--- config.mk ---
export PLATFORM = sky130hd
export DESIGN_NAME = tcw_seq
export DESIGN_NICKNAME = d
export VERILOG_FILES = /design/src/rtl/tcw_pkg.sv /design/src/rtl/tcw_seq.sv
export VERILOG_INCLUDE_DIRS = /design/src /design/src/rtl
export SDC_FILE = /design/constraint.sdc
export NUM_CORES = 1
export LEC_CHECK = 0
export ABC_CLOCK_PERIOD_IN_PS = 4500
export BUFFER_PORTS_ARGS = -buffer_cell sky130_fd_sc_hd__buf_2
export CELL_PAD_IN_SITES_DETAIL_PLACEMENT = 2
export CELL_PAD_IN_SITES_GLOBAL_PLACEMENT = 2
export CORE_MARGIN = 1
export CORE_UTILIZATION = 31
export CTS_CLUSTER_SIZE = 40
export DETAILED_ROUTE_END_ITERATION = 10
export PLACE_DENSITY = 0.85
export SKIP_LAST_GASP = 1
export SYNTH_ARGS = -nofsm -noshare
export SYNTH_HDL_FRONTEND = slang
export SYNTH_SLANG_ARGS = --single-unit
--- constraint.sdc ---
create_clock -name i_clk -period 4.5 [get_ports i_clk]
set_clock_uncertainty 0.1 [all_clocks]
set_input_delay 0.225 -clock i_clk [delete_from_list [all_inputs] [get_ports i_clk]]
set_output_delay 0.225 -clock i_clk [all_outputs]
set_load 0.005 [all_outputs]
--- src/rtl/text_console_writer_top_defines.svh ---
// Assertion macros for the console writer RTL.
`ifndef TEXT_CONSOLE_WRITER_TOP_DEFINES_SVH
`define TEXT_CONSOLE_WRITER_TOP_DEFINES_SVH

// Same-cycle implication, checked out of reset.
`define TCW_ASSERT_NOW(label, ante, cons, msg) \
    label: assert property (@(posedge i_clk) disable iff (!i_rst_n) (ante) |-> (cons)) \
        else $error(msg);

// Next-cycle implication, checked out of reset.
`define TCW_ASSERT_NEXT(label, ante, cons, msg) \
    label: assert property (@(posedge i_clk) disable iff (!i_rst_n) (ante) |=> (cons)) \
        else $error(msg);

`endif

--- src/rtl/tcw_pkg.sv ---
`timescale 1ns / 1ps
package tcw_pkg;

    localparam int CELL_W     = 16;
    localparam int CMD_W      = 2;
    localparam int CHAR_W     = 8;
    localparam int ROW_W      = 5;
    localparam int COL_W      = 7;
    localparam int CLR_W      = 4;
    localparam int ATTR_W     = 2 * CLR_W;
    localparam int CFG_IDX_W  = 1;
    localparam int LIN_W      = 16;

    localparam int DEF_COLUMNS = 80;
    localparam int DEF_ROWS    = 25;

    localparam logic [CHAR_W-1:0] CH_NEWLINE = 8'd10;
    localparam logic [CHAR_W-1:0] CH_RETURN  = 8'd13;
    localparam logic [CHAR_W-1:0] CH_SPACE   = 8'd32;
    localparam logic [CELL_W-1:0] CELL_RESET = 16'h0720;

    localparam logic [CLR_W-1:0] FG_RESET = 4'd7;
    localparam logic [CLR_W-1:0] BG_RESET = 4'd0;

    localparam logic [CFG_IDX_W-1:0] REG_FG_COLOR = 1'b0;
    localparam logic [CFG_IDX_W-1:0] REG_BG_COLOR = 1'b1;

    typedef enum logic [CMD_W-1:0] {
        CMD_PUT   = 2'd0,
        CMD_CLEAR = 2'd1,
        CMD_READ  = 2'd2,
        CMD_NOP   = 2'd3
    } t_cmd;

    typedef enum logic [2:0] {
        ST_INIT,
        ST_IDLE,
        ST_READ,
        ST_SCROLL,
        ST_BLANK,
        ST_DONE
    } t_state;

    typedef struct packed {
        logic              done;
        logic [CELL_W-1:0] cell_data;
        logic [ROW_W-1:0]  row;
        logic [COL_W-1:0]  col;
    } t_result;

endpackage

--- src/rtl/tcw_seq.sv ---
`timescale 1ns / 1ps
`include "text_console_writer_top_defines.svh"
module tcw_seq
    import tcw_pkg::*;
#(
    parameter int COLUMNS = DEF_COLUMNS,
    parameter int ROWS    = DEF_ROWS
) (
    input  logic                             i_clk,
    input  logic                             i_rst_n,
    input  logic                             i_in_valid,
    output logic                             o_in_stall,
    input  logic [CMD_W-1:0]                 i_cmd,
    input  logic [CHAR_W-1:0]                i_char_code,
    input  logic [ROW_W-1:0]                 i_read_row,
    input  logic [COL_W-1:0]                 i_read_col,
    input  logic [ATTR_W-1:0]                i_attr,
    input  logic                             i_out_free,
    output t_result                          o_result,
    output logic                             o_mem_we,
    output logic [$clog2(ROWS*COLUMNS)-1:0]  o_mem_waddr,
    output logic [CELL_W-1:0]                o_mem_wdata,
    output logic [$clog2(ROWS*COLUMNS)-1:0]  o_mem_raddr,
    input  logic [CELL_W-1:0]                i_mem_rdata
);

    localparam int CELLS = ROWS * COLUMNS;
    localparam int AW    = $clog2(CELLS);
    localparam int RW    = $clog2(ROWS);
    localparam int CW    = $clog2(COLUMNS);

    localparam logic [AW-1:0] LAST_ADDR  = AW'(CELLS - 1);
    localparam logic [AW-1:0] SCROLL_END = AW'((ROWS - 1) * COLUMNS);
    localparam logic [AW-1:0] ROW_STEP   = AW'(COLUMNS);
    localparam logic [RW-1:0] LAST_ROW   = RW'(ROWS - 1);
    localparam logic [CW-1:0] LAST_COL   = CW'(COLUMNS - 1);

    t_state            r_state, n_state;
    logic [RW-1:0]     r_row, n_row;
    logic [CW-1:0]     r_col, n_col;
    logic [AW-1:0]     r_addr, n_addr;
    logic [CELL_W-1:0] r_cell, n_cell;

    t_cmd              cmd;
    logic              accept;
    logic              is_newline;
    logic              is_return;
    logic              is_glyph;
    logic              rd_in_range;
    logic [LIN_W-1:0]  rd_lin;
    logic [LIN_W-1:0]  cur_lin;

    assign cmd         = t_cmd'(i_cmd);
    assign accept      = (r_state == ST_IDLE) && i_in_valid;
    assign is_newline  = (i_char_code == CH_NEWLINE);
    assign is_return   = (i_char_code == CH_RETURN);
    assign is_glyph    = (cmd == CMD_PUT) && !is_newline && !is_return;
    assign rd_lin      = LIN_W'(i_read_row) * LIN_W'(COLUMNS) + LIN_W'(i_read_col);
    assign cur_lin     = LIN_W'(r_row) * LIN_W'(COLUMNS) + LIN_W'(r_col);
    assign rd_in_range = (LIN_W'(i_read_row) < LIN_W'(ROWS))
                      && (LIN_W'(i_read_col) < LIN_W'(COLUMNS));

    always_comb begin
        n_state = r_state;
        case (r_state)
            ST_INIT: begin
                if (r_addr == LAST_ADDR) begin
                    n_state = ST_IDLE;
                end
            end
            ST_IDLE: begin
                if (accept) begin
                    case (cmd)
                        CMD_PUT: begin
                            if (is_newline) begin
                                n_state = (r_row == LAST_ROW) ? ST_SCROLL : ST_DONE;
                            end else if (is_return) begin
                                n_state = ST_DONE;
                            end else begin
                                n_state = (r_col == LAST_COL && r_row == LAST_ROW)
                                        ? ST_SCROLL : ST_DONE;
                            end
                        end
                        CMD_CLEAR: n_state = ST_BLANK;
                        CMD_READ:  n_state = rd_in_range ? ST_READ : ST_DONE;
                        default:   n_state = ST_DONE;
                    endcase
                end
            end
            ST_READ: n_state = ST_DONE;
            ST_SCROLL: begin
                if (r_addr == SCROLL_END) begin
                    n_state = ST_BLANK;
                end
            end
            ST_BLANK: begin
                if (r_addr == LAST_ADDR) begin
                    n_state = ST_DONE;
                end
            end
            ST_DONE: begin
                if (i_out_free) begin
                    n_state = ST_IDLE;
                end
            end
            default: n_state = ST_IDLE;
        endcase
    end

    always_comb begin
        n_row  = r_row;
        n_col  = r_col;
        n_addr = r_addr;
        n_cell = r_cell;
        case (r_state)
            ST_IDLE: begin
                if (accept) begin
                    n_cell = '0;
                    n_addr = '0;
                    case (cmd)
                        CMD_PUT: begin
                            if (is_newline || is_return || r_col == LAST_COL) begin
                                n_col = '0;
                                if (!is_return && r_row != LAST_ROW) begin
                                    n_row = r_row + 1'b1;
                                end
                            end else begin
                                n_col = r_col + 1'b1;
                            end
                        end
                        CMD_CLEAR: begin
                            n_row = '0;
                            n_col = '0;
                        end
                        default: ;
                    endcase
                end
            end
            ST_READ: n_cell = i_mem_rdata;
            ST_SCROLL: begin
                if (r_addr != SCROLL_END) begin
                    n_addr = r_addr + 1'b1;
                end
            end
            ST_INIT, ST_BLANK: begin
                if (r_addr != LAST_ADDR) begin
                    n_addr = r_addr + 1'b1;
                end
            end
            default: ;
        endcase
    end

    always_comb begin
        o_in_stall  = (r_state != ST_IDLE);
        o_mem_we    = 1'b0;
        o_mem_waddr = r_addr;
        o_mem_wdata = {i_attr, CH_SPACE};
        o_mem_raddr = AW'(rd_lin);
        case (r_state)
            ST_INIT: begin
                o_mem_we    = 1'b1;
                o_mem_wdata = CELL_RESET;
            end
            ST_IDLE: begin
                if (accept && is_glyph) begin
                    o_mem_we    = 1'b1;
                    o_mem_waddr = AW'(cur_lin);
                    o_mem_wdata = {i_attr, i_char_code};
                end
            end
            ST_SCROLL: begin
                o_mem_raddr = r_addr + ROW_STEP;
                o_mem_we    = (r_addr != '0);
                o_mem_waddr = r_addr - 1'b1;
                o_mem_wdata = i_mem_rdata;
            end
            ST_BLANK: o_mem_we = 1'b1;
            default: ;
        endcase
        o_result.done      = (r_state == ST_DONE) && i_out_free;
        o_result.cell_data = r_cell;
        o_result.row       = ROW_W'(r_row);
        o_result.col       = COL_W'(r_col);
    end

    always_ff @(posedge i_clk) begin
        if (!i_rst_n) begin
            r_state <= ST_INIT;
            r_row   <= '0;
            r_col   <= '0;
            r_addr  <= '0;
        end else begin
            r_state <= n_state;
            r_row   <= n_row;
            r_col   <= n_col;
            r_addr  <= n_addr;
        end
    end

    always_ff @(posedge i_clk) begin
        r_cell <= n_cell;
    end

    `TCW_ASSERT_NOW(a_row_range, 1'b1, r_row <= LAST_ROW, "cursor row beyond last row")
    `TCW_ASSERT_NOW(a_col_range, 1'b1, r_col <= LAST_COL, "cursor column beyond last column")
    `TCW_ASSERT_NEXT(a_read_wait, accept && cmd == CMD_READ && rd_in_range, r_state == ST_READ, "in-range read did not wait for store data")
    `TCW_ASSERT_NOW(a_no_write_idle_out, r_state == ST_READ || r_state == ST_DONE, !o_mem_we, "store written while finishing an item")

endmodule

# Word level (Yosys, flattened, before mapping)
# Index checks and enable logic that the tools add are counted.
# W data, S select, Z words.
# word_totals
register_bits	42
out_inout_bits	69
# classes
n_addsub	7
multipliers	2
order_cmp	2
n_eq_ne	26
muxes	30
n_reduce_logical	24
# op_table
op	count
$mux W11	5
$pmux W16 S3	1
$pmux W11 S3	1
$pmux W16 S2	1
$mux W3	10
$add A11 B7 Y11	2
$eq A11 B11 Y1 const B	2
$ne A11 B11 Y1 const B	2
$pmux W11 S2	1
$pmux W3 S6	1
$eq A8 B4 Y1 const B	2
$mux W16	1
$mul A5 B3 Y7 const B	2
$pmux W7 S2	1
$ne A2 B2 Y1 const B	6
$add A11 B1 Y11 const B	1
$add A11 B7 Y11 const B	1
$reduce_bool A11 Y1	1
$sub A11 B1 Y11 const B	1
$mux W5	2
$pmux W5 S2	1
$reduce_and A5 Y1	2
$pmux W3 S3	1
$logic_and A1 B1 Y1	8
other kinds (28)	35

# Depth between registers and ports, before layout
# Gate-level depths: netlist of run 1.
# logic_depth
word_depth	8
ltp_mapped	8
depth_no_buf	8

# Least setup slack after synthesis of run 1
# Ideal clock, no wire load.
# synth_path
path_type	register to output
from	register r_row[1]
to	output port o_mem_waddr[9]
arrival_ns	2.263
required_time_ns	4.175
path_slack_ns	1.912
path_stages_with_launch	9
n_path_buf	0
path_cell_list	dfxtp_1 -> ha_1 -> ha_1 -> fa_1 -> and3_1 -> a32oi_1 -> xor2_1 -> nor2_1 -> a221o_1
# synth_between
elab_chain_len	4
# synth_lines
item	line	rtl
start, declared	tcw_seq.sv:39	logic [RW-1:0] r_row, n_row;
start signal, assigned	tcw_seq.sv:195	r_row <= n_row;
$mul A5 B3 Y7	tcw_seq.sv:59	assign cur_lin = LIN_W'(r_row) * LIN_W'(COLUMNS) + LIN_W'(r_col);
$add A11 B7 Y11	tcw_seq.sv:59	
$mux W11	tcw_seq.sv:166	if (accept && is_glyph) begin
$pmux W11 S2	tcw_seq.sv:160	case (r_state)
end, declared	tcw_seq.sv:21	output logic [$clog2(ROWS*COLUMNS)-1:0] o_mem_waddr,
# No other way between the ends.

# Worst setup path in the final report of run 1
# layout_path
from	register r_state[0]
to	output port o_mem_waddr[0]
# layout_between
elab_chain_len	5
# layout_lines
item	line	rtl
start, declared	tcw_seq.sv:38	t_state r_state, n_state;
start signal, assigned	tcw_seq.sv:194	r_state <= n_state;
$eq A3 B1 Y1	tcw_seq.sv:54, tcw_seq.sv:160	
$logic_and A1 B1 Y1	tcw_seq.sv:54	assign accept = (r_state == ST_IDLE) && i_in_valid;
$logic_and A1 B1 Y1	tcw_seq.sv:166	
$mux W11	tcw_seq.sv:166	
$pmux W11 S2 *	tcw_seq.sv:160	
# Mark *: on every way between the ends. The rest lies on a longest branch, timed or not.

==> reports/qor.yml, run 1 <==
outcome:
  outcome: "completed"
sta:
  achievable-frequency_mhz: 282
  rsz0062_at_grt: "no"
  fin_crit_ns: 3.55
  setup_viol_count_final: 0
  finalHoldViolations: 0
  worstMarginPinSlew_ns: 0.881
  timing.final.crit_share_pct: 78.9
  fin_tns_setup_ns: 0
  timing.max_slew.rel_slack_pct: 41.0
  hold_ws_ns: 0.136
  count_of_pins_over_their_slew_limit: 0
power:
  peakVddDrop_uv: 143
  powerDensity_nw_per_um2: 206
  p_int_mw: 0.665
  p_total_mw: 0.915
  p_switching_mw: 0.249
  power.share.clock_pct: 39.3
  power.sequential.fraction_pct: 43.8
  p_leak_nw: 2.01
  combPwrFrac_pct: 16.9
  netSwitchingFraction_pct: 27.3
detailed_routing:
  total_via_count_after_detailed_routing: 3839
  dr.first_iter.drc_count: 164
  routed_wire_length_per_instance_um: 20.0
  drc_violations_left: 0
  drt_first_pass_iters: 4
  routed_wirelength_um: 13600
  antenna_violating_nets_post_route: 0
  via_per_inst: 5.64
cts:
  post_cts_repair_timing_setup_buffer_count: 0
  clkSinkCount: 42
  cts.reportedPaths.clkPinSlew_ns: 0.06
  cts_hold_buf: 0
  clkLatencyLatePin_ns: 0.29
  clk_root_buffer_cell: "clkbuf_16"
  cts_inserted_buffers: 5
  post_cts_resized: 0
  clock_path_buffers: 2
  tritoncts_clock_tree: "done"
  cts.htree.levels: 2
synthesis:
  synth.area.top_cells: "dfxtp_1 14%, edfxtp_1 13%, ha_1 9.3%, a22o_1 4.4%, xnor2_1 4.4%"
  synth_area_leader_cell: "dfxtp_1"
  yosys_register_bits: 42
  synth_warnings: 0
  synth_top_flop_cell: "dfxtp_1"
  share_of_flip_flops_with_an_asynchronous_set_or_reset_pct: 0
  synth_sequential_area_ratio_pct: 27.7
  mean_syn_cell_area_um2: 8.31
  postSynthCellCount: 435
  synth_top_area_share_pct: 14.4
  synth_fp_nets: 516
  synthesis.area_um2: 3610
  synthDistinctLibCells: 60
  synth-edff-count: 16
critical_path:
  type_of_the_worst_setup_path: "reg2out"
  worst_setup_path_start_kind: "register"
  critical_path.endpoint_type: "output pin"
  worst_path_maximum_fanout: 19
  worst_path_arrival_time_ns: 3.23
  cp.required_ns: 4.18
final_layout:
  mostFrequentLayoutCell: "buf_2"
  layout.core_utilization_pct: 39.1
  seq_area_um2: 1000
  most-common-layout-cells: "118 x buf_2, 40 x nor2_1, 35 x nand2_1"
  layout.nets: 618
  area.growth.synth_to_final_pct: 23.0
  diodes: 0
  nFillCells: 1327
  multi_input_logic_area_um2: 2460
  proportion_of_layout_cells_with_a_drive_suffix_above_1_pct: 25.8
global_routing:
  vias_in_the_first_global_route: 4181
  grt_remaining_overflow: 0
  use_met3_pct: 3.76
  grt_antenna_before_repair: 0
  largest_net_degree_at_the_start_of_global_routing: 23
  groute.layer.met1.usage_pct: 27.5
  grt_most_used_layer: "met2"
  groute.layer.met2.usage_pct: 41.7
  grt_first_pass_wirelength_um: 21300
  global_route.usage.total_pct: 22.8
floorplan:
  floorplan.initialDensity_pct: 31.8
  die-width_um: 110
  io-pin-count: 119
  fp.dieArea_um2: 12100
  die_height_um: 110
  core_um2: 11400
  rows: 39
place:
  buffer_ports.inserted: 118
  hpwl_um: 10700
  globalplace.congestion: 0.782
min_path:
  worst_hold_path_type: "in2reg"
run:
  max_cap_viol_count: 0
-- kinds of logic (layout without fill, tap and decap cells) --
family | Yosys count | after routing | synth area share, %
flip-flops | 42 | 42 | 27.7
AO/OA/AOI/OAI | 119 | 119 | 23.4
AND/OR/NAND/NOR | 170 | 170 | 24.8
XOR/XNOR | 32 | 32 | 7.75
buffers and inverters | 39 | 142 | 4.26
adder cells (fa/ha/maj) | 31 | 31 | 11.6
multiplexers | 2 | 2 | 0.554
-- synth_stat cells, drive strengths merged (5+ instances only) --
cell type	count
and2	17
nor2	40
xor2	14
clkbuf	20
ha	27
xnor2	18
a21o	9
o21ai	22
o31ai	7
or3	7
buf	7
o22ai	5
dfxtp	26
nand2b	6
nand3	17
edfxtp	16
o211ai	8
nand2	35
a22o	18
a21oi	22
nor3	9
a221o	6
or4	6
inv	12
-- critical path, cell delays in order, from the launching register on --
cell      delay, ns
dfxtp_1        0.72
nand2b_1       0.48
or3_1          0.54
nor3_2         0.41
buf_4          0.29
a21oi_1        0.09
o211ai_1       0.23
buf_2          0.16
-- final timing paths --
kind	from	endpoint	slack (ns)	cells after the start
worst min-delay path	i_mem_rdata[5]	r_cell[5]$_SDFFCE_PN0P_	0.14	2
worst max-delay path	r_state[0]$_SDFFE_PN0P_	o_mem_waddr[0]	0.95	7
worst min register to register	r_col[1]$_SDFFE_PN0P_	r_col[1]$_SDFFE_PN0P_	0.47	2
worst max register to register	r_addr[4]$_SDFFE_PN0P_	r_addr[5]$_SDFFE_PN0P_	1.42	7
-- routing by layer --
layer,vias to the layer above,wire [um],share of wire (%)
met4,0,141,1.0
met5,-,0,0
li1,1801,-,-
met2,124,6900,51
met1,1906,5770,42
met3,8,835,6.1
-- sequential cells by signal (all words and copies together) (netlist names) --
signal	flops
r_row	5
r_cell	16
r_addr	11
r_state	3
r_col	7
-- per-stage QoR --
stage / worst slack, ns / instances / cell area [um^2]
2_1_floorplan: 1.91 / 435 / 3610
3_3_place_gp: 1.45 / 673 / 4310
3_5_place_dp: 1.32 / 673 / 4310
4_1_cts: 1.00 / 681 / 4450
5_1_grt: 0.748 / 681 / 4450
6_report: 0.948 / 681 / 4450
-- power by group through the flow --
stage | Sequential, mW | Clock (mW) | Combinational [mW]
after global placement | 0.410 | 0 | 0.146
final | 0.401 | 0.359 | 0.154
after detailed placement | 0.410 | 0 | 0.154
after global routing | 0.401 | 0.382 | 0.172
after floorplan | 0.405 | 0 | 0.0817
after CTS | 0.401 | 0.364 | 0.156
-- cell type report --
cell class | instances | share of cell area [%]
timing repair buffer | 122 | 14.0
inverter | 12 | 1.01
sequential | 42 | 22.5
multi-input combinational | 354 | 55.3
tap | 143 | 4.02
clock inverter | 3 | 0.366
clock buffer | 5 | 2.81
(Power assumes the default switching activity.)
==> run 2: changes to the inputs <==
--- a/config.mk
+++ b/config.mk
@@ -6,15 +6,15 @@
 export SDC_FILE = /design/constraint.sdc
 export NUM_CORES = 1
 export LEC_CHECK = 0
-export ABC_CLOCK_PERIOD_IN_PS = 4500
+export ABC_CLOCK_PERIOD_IN_PS = 3000
 export BUFFER_PORTS_ARGS = -buffer_cell sky130_fd_sc_hd__buf_2
 export CELL_PAD_IN_SITES_DETAIL_PLACEMENT = 2
 export CELL_PAD_IN_SITES_GLOBAL_PLACEMENT = 2
 export CORE_MARGIN = 1
-export CORE_UTILIZATION = 31
+export CORE_UTILIZATION = 26
 export CTS_CLUSTER_SIZE = 40
 export DETAILED_ROUTE_END_ITERATION = 10
-export PLACE_DENSITY = 0.85
+export PLACE_DENSITY = 0.75
 export SKIP_LAST_GASP = 1
 export SYNTH_ARGS = -nofsm -noshare
 export SYNTH_HDL_FRONTEND = slang
==> constraint.sdc (replaced) <==
create_clock -name i_clk -period 3 [get_ports i_clk]
set_clock_uncertainty 0.1 [all_clocks]
set_input_delay 0.15 -clock i_clk [delete_from_list [all_inputs] [get_ports i_clk]]
set_output_delay 0.15 -clock i_clk [all_outputs]
set_load 0.005 [all_outputs]
==> run 2 against run 1 <==
Design area is 4.9% higher; hold slack worse by 0.080 ns; non-clock buffer count is 14 higher; sequential cell count stayed put; critical path type unchanged; critical endpoint is now o_mem_waddr[9].
==> reports/qor.yml, run 2 (synthesized netlist as in run 1, its figures left out) <==
place:
  dp.cells: 718  # +6.7%
  buffer_ports.inserted: 118  # unchanged
  hpwl_um: 11600  # +8.4%
  globalplace.congestion: 0.777  # -0.73%
  detailed_place.area_um2: 4440  # +3.1%
final_layout:
  diodes: 0  # unchanged
  largest_register_ffs: 16  # unchanged
  most-common-layout-cells: "118 x buf_2, 40 x nor2_1, 35 x nand2_1"
  proportion_of_layout_cells_with_a_drive_suffix_above_1_pct: 29.0  # +3.1 points
  area.growth.synth_to_final_pct: 29.0
  biggestRegsByFlops: "r_cell x16, r_addr x11, r_col x7"
  final_area_um2: 4660  # +4.9%
  mostFrequentLayoutCell: "buf_2"
  finish.cell_count_without_fillers: 728  # +6.9%
  layout.nets: 632  # +2.3%
  largest-register: "r_cell"
  nFillCells: 1538  # +16%
floorplan:
  fp.dieArea_um2: 14400  # +19%
  die_height_um: 120  # +9.0%
  die-width_um: 120  # +9.0%
  core_um2: 13400  # +18%
  rows: 42  # +7.7%
  floorplan.initialDensity_pct: 27.0  # -4.8 points
  io-pin-count: 119  # unchanged
cts:
  cts.reportedPaths.clkPinSlew_ns: 0.07  # about the same
  cts_inserted_buffers: 5  # unchanged
  cts.htree.levels: 2  # unchanged
  tritoncts_clock_tree: "done"
  cts_hold_buf: 0  # unchanged
  clock_path_buffers: 2  # unchanged
  clkSinkCount: 42  # unchanged
  clk_root_buffer_cell: "clkbuf_16"
  clkLatencyLatePin_ns: 0.30  # about the same
power:
  p_switching_mw: 0.389  # +56%
  combPwrFrac_pct: 14.9  # -2.0 points
  power.share.clock_pct: 46.8  # +7.5 points
  p_leak_nw: 2.13  # +5.7%
  p_int_mw: 1.17  # +76%
  power.sequential.fraction_pct: 38.3  # -5.5 points
  p_total_mw: 1.56  # +71%
  peakVddDrop_uv: 277  # +95%
  netSwitchingFraction_pct: 24.9  # -2.3 points
  powerDensity_nw_per_um2: 335  # +63%
global_routing:
  largest_net_degree_at_the_start_of_global_routing: 23  # unchanged
  grt_first_pass_wirelength_um: 23100  # +8.5%
  vias_in_the_first_global_route: 4226  # +1.1%
  grt_antenna_before_repair: 0  # unchanged
  grt_remaining_overflow: 0  # unchanged
  global_route.usage.total_pct: 20.7  # -2.2 points
detailed_routing:
  top_layer: "met4"
  drc_violations_left: 0  # unchanged
  routed-wl-met2_um: 7160  # +3.8%
  routed_wirelength_um: 14600  # +6.7%
  routed_wire_length_per_instance_um: 20.0  # -0.21%
  route.layer.met1.wl_um: 6440  # +12%
  met3WireLength_um: 724  # -13%
  antenna_violating_nets_post_route: 0  # unchanged
  total_via_count_after_detailed_routing: 3947  # +2.8%
  via_per_inst: 5.42  # -3.8%
  dr.first_iter.drc_count: 147  # -10%
  drt_first_pass_iters: 5  # +1
critical_path:
  cp.required_ns: 2.75  # -1.43 ns
  worst_setup_path_start_kind: "register"
  type_of_the_worst_setup_path: "reg2out"
  worst_path_maximum_fanout: 7  # -12
  timing.critical_path.slowest_stage_cell: "fa_2"
  critical_path.max_stage_delay_ns: 0.45  # -0.27 ns
  critical_path.endpoint_type: "output pin"
  worst_path_arrival_time_ns: 2.67  # -0.56 ns
  critical_path.cell_chain: "ha_1, ha_2, fa_2, buf_4, a32oi_2, xor2_1, nor2_1, a221o_1, buf_2"
outcome:
  outcome: "completed"
sta:
  fin_crit_ns: 2.92
  setup_viol_count_final: 0  # unchanged
  rsz0062_at_grt: "yes"
  worstMarginPinSlew_ns: 0.806  # -0.0754 ns
  achievable-frequency_mhz: 342
  timing.max_slew.rel_slack_pct: 45.9  # +4.9 points
  count_of_pins_over_their_slew_limit: 0  # unchanged
  hold_ws_ns: 0.0560  # -0.0798 ns
  finalHoldViolations: 0  # unchanged
  timing.final.crit_share_pct: 97.4
min_path:
  worst_hold_path_type: "in2reg"
run:
  max_cap_viol_count: 0  # unchanged
[run 2: cell count changes in the layout (fill, tap and decap cells not counted), moves of 2 or more]
cell	delta
bufinv_16	+2
buf_4	+14
dfxtp_1	-3
dfxtp_2	+2
[run 2: layout make-up]
type                    instances  area, um^2  share of cell area [%]
multi-input cells             354        2470                    53.0
flip-flops and latches         42        1010                    21.6
repair buffers                136         726                    15.6
well taps                     176         220                    4.72
clock buffers                   5         125                    2.68
clock inverters                 3        68.8                    1.48
inverters                      12        45.0                   0.966
[run 2: path summary, 6_finish.rpt]
check | cells after the start | slack [ns] | end | from
setup / recovery | 9 | 0.08 | o_mem_waddr[9] | r_row[3]$_SDFFE_PN0P_
hold reg to reg | 2 | 0.45 | r_row[3]$_SDFFE_PN0P_ | r_row[3]$_SDFFE_PN0P_
setup reg to reg | 8 | 0.15 | r_addr[9]$_SDFFE_PN0P_ | r_addr[5]$_SDFFE_PN0P_
hold / removal | 2 | 0.06 | r_cell[7]$_SDFFCE_PN0P_ | i_mem_rdata[7]
[run 2: critical path: cells and delay by family, from the launching register on]
| kind | cells | cell delay [ns] |
|---|---|---|
| xor+xnor | 1 | 0.18 |
| flops | 1 | 0.37 |
| simple gates | 1 | 0.07 |
| compound gates | 2 | 0.51 |
| buf+inv | 2 | 0.31 |
| fa+ha+maj | 3 | 0.95 |
[run 2: routing by layer]
layer	track usage (%)	vias up
li1	-	1834
met1	25.6	1981
met2	36.7	118
met3	3.37	14
met4	5.31	0
met5	0	-
[run 2: power groups by stage]
stage | sequential (mW) | clock [mW] | combinational, mW
floorplan | 0.607 | 0 | 0.123
global placement | 0.611 | 0 | 0.223
detailed placement | 0.612 | 0 | 0.234
CTS | 0.599 | 0.744 | 0.236
global route | 0.599 | 0.759 | 0.260
finish | 0.599 | 0.731 | 0.233
[run 2: timing repair]
item	4_1_cts	5_1_grt
pin swaps	0	2
setup endpoints to repair	1	2
buffers inserted	0	2
gates resized for setup	3	5
[run 2: per-stage QoR]
step	util [%]	setup TNS (ns)	setup WS, ns
6_report	34.8	0	0.0781
5_1_grt	34.8	-0.0594	-0.0350
4_1_cts	34.6	0	0.00847
3_5_place_dp	33.1	0	0.193
3_3_place_gp	33.1	0	0.335
2_1_floorplan	-	0	0.487
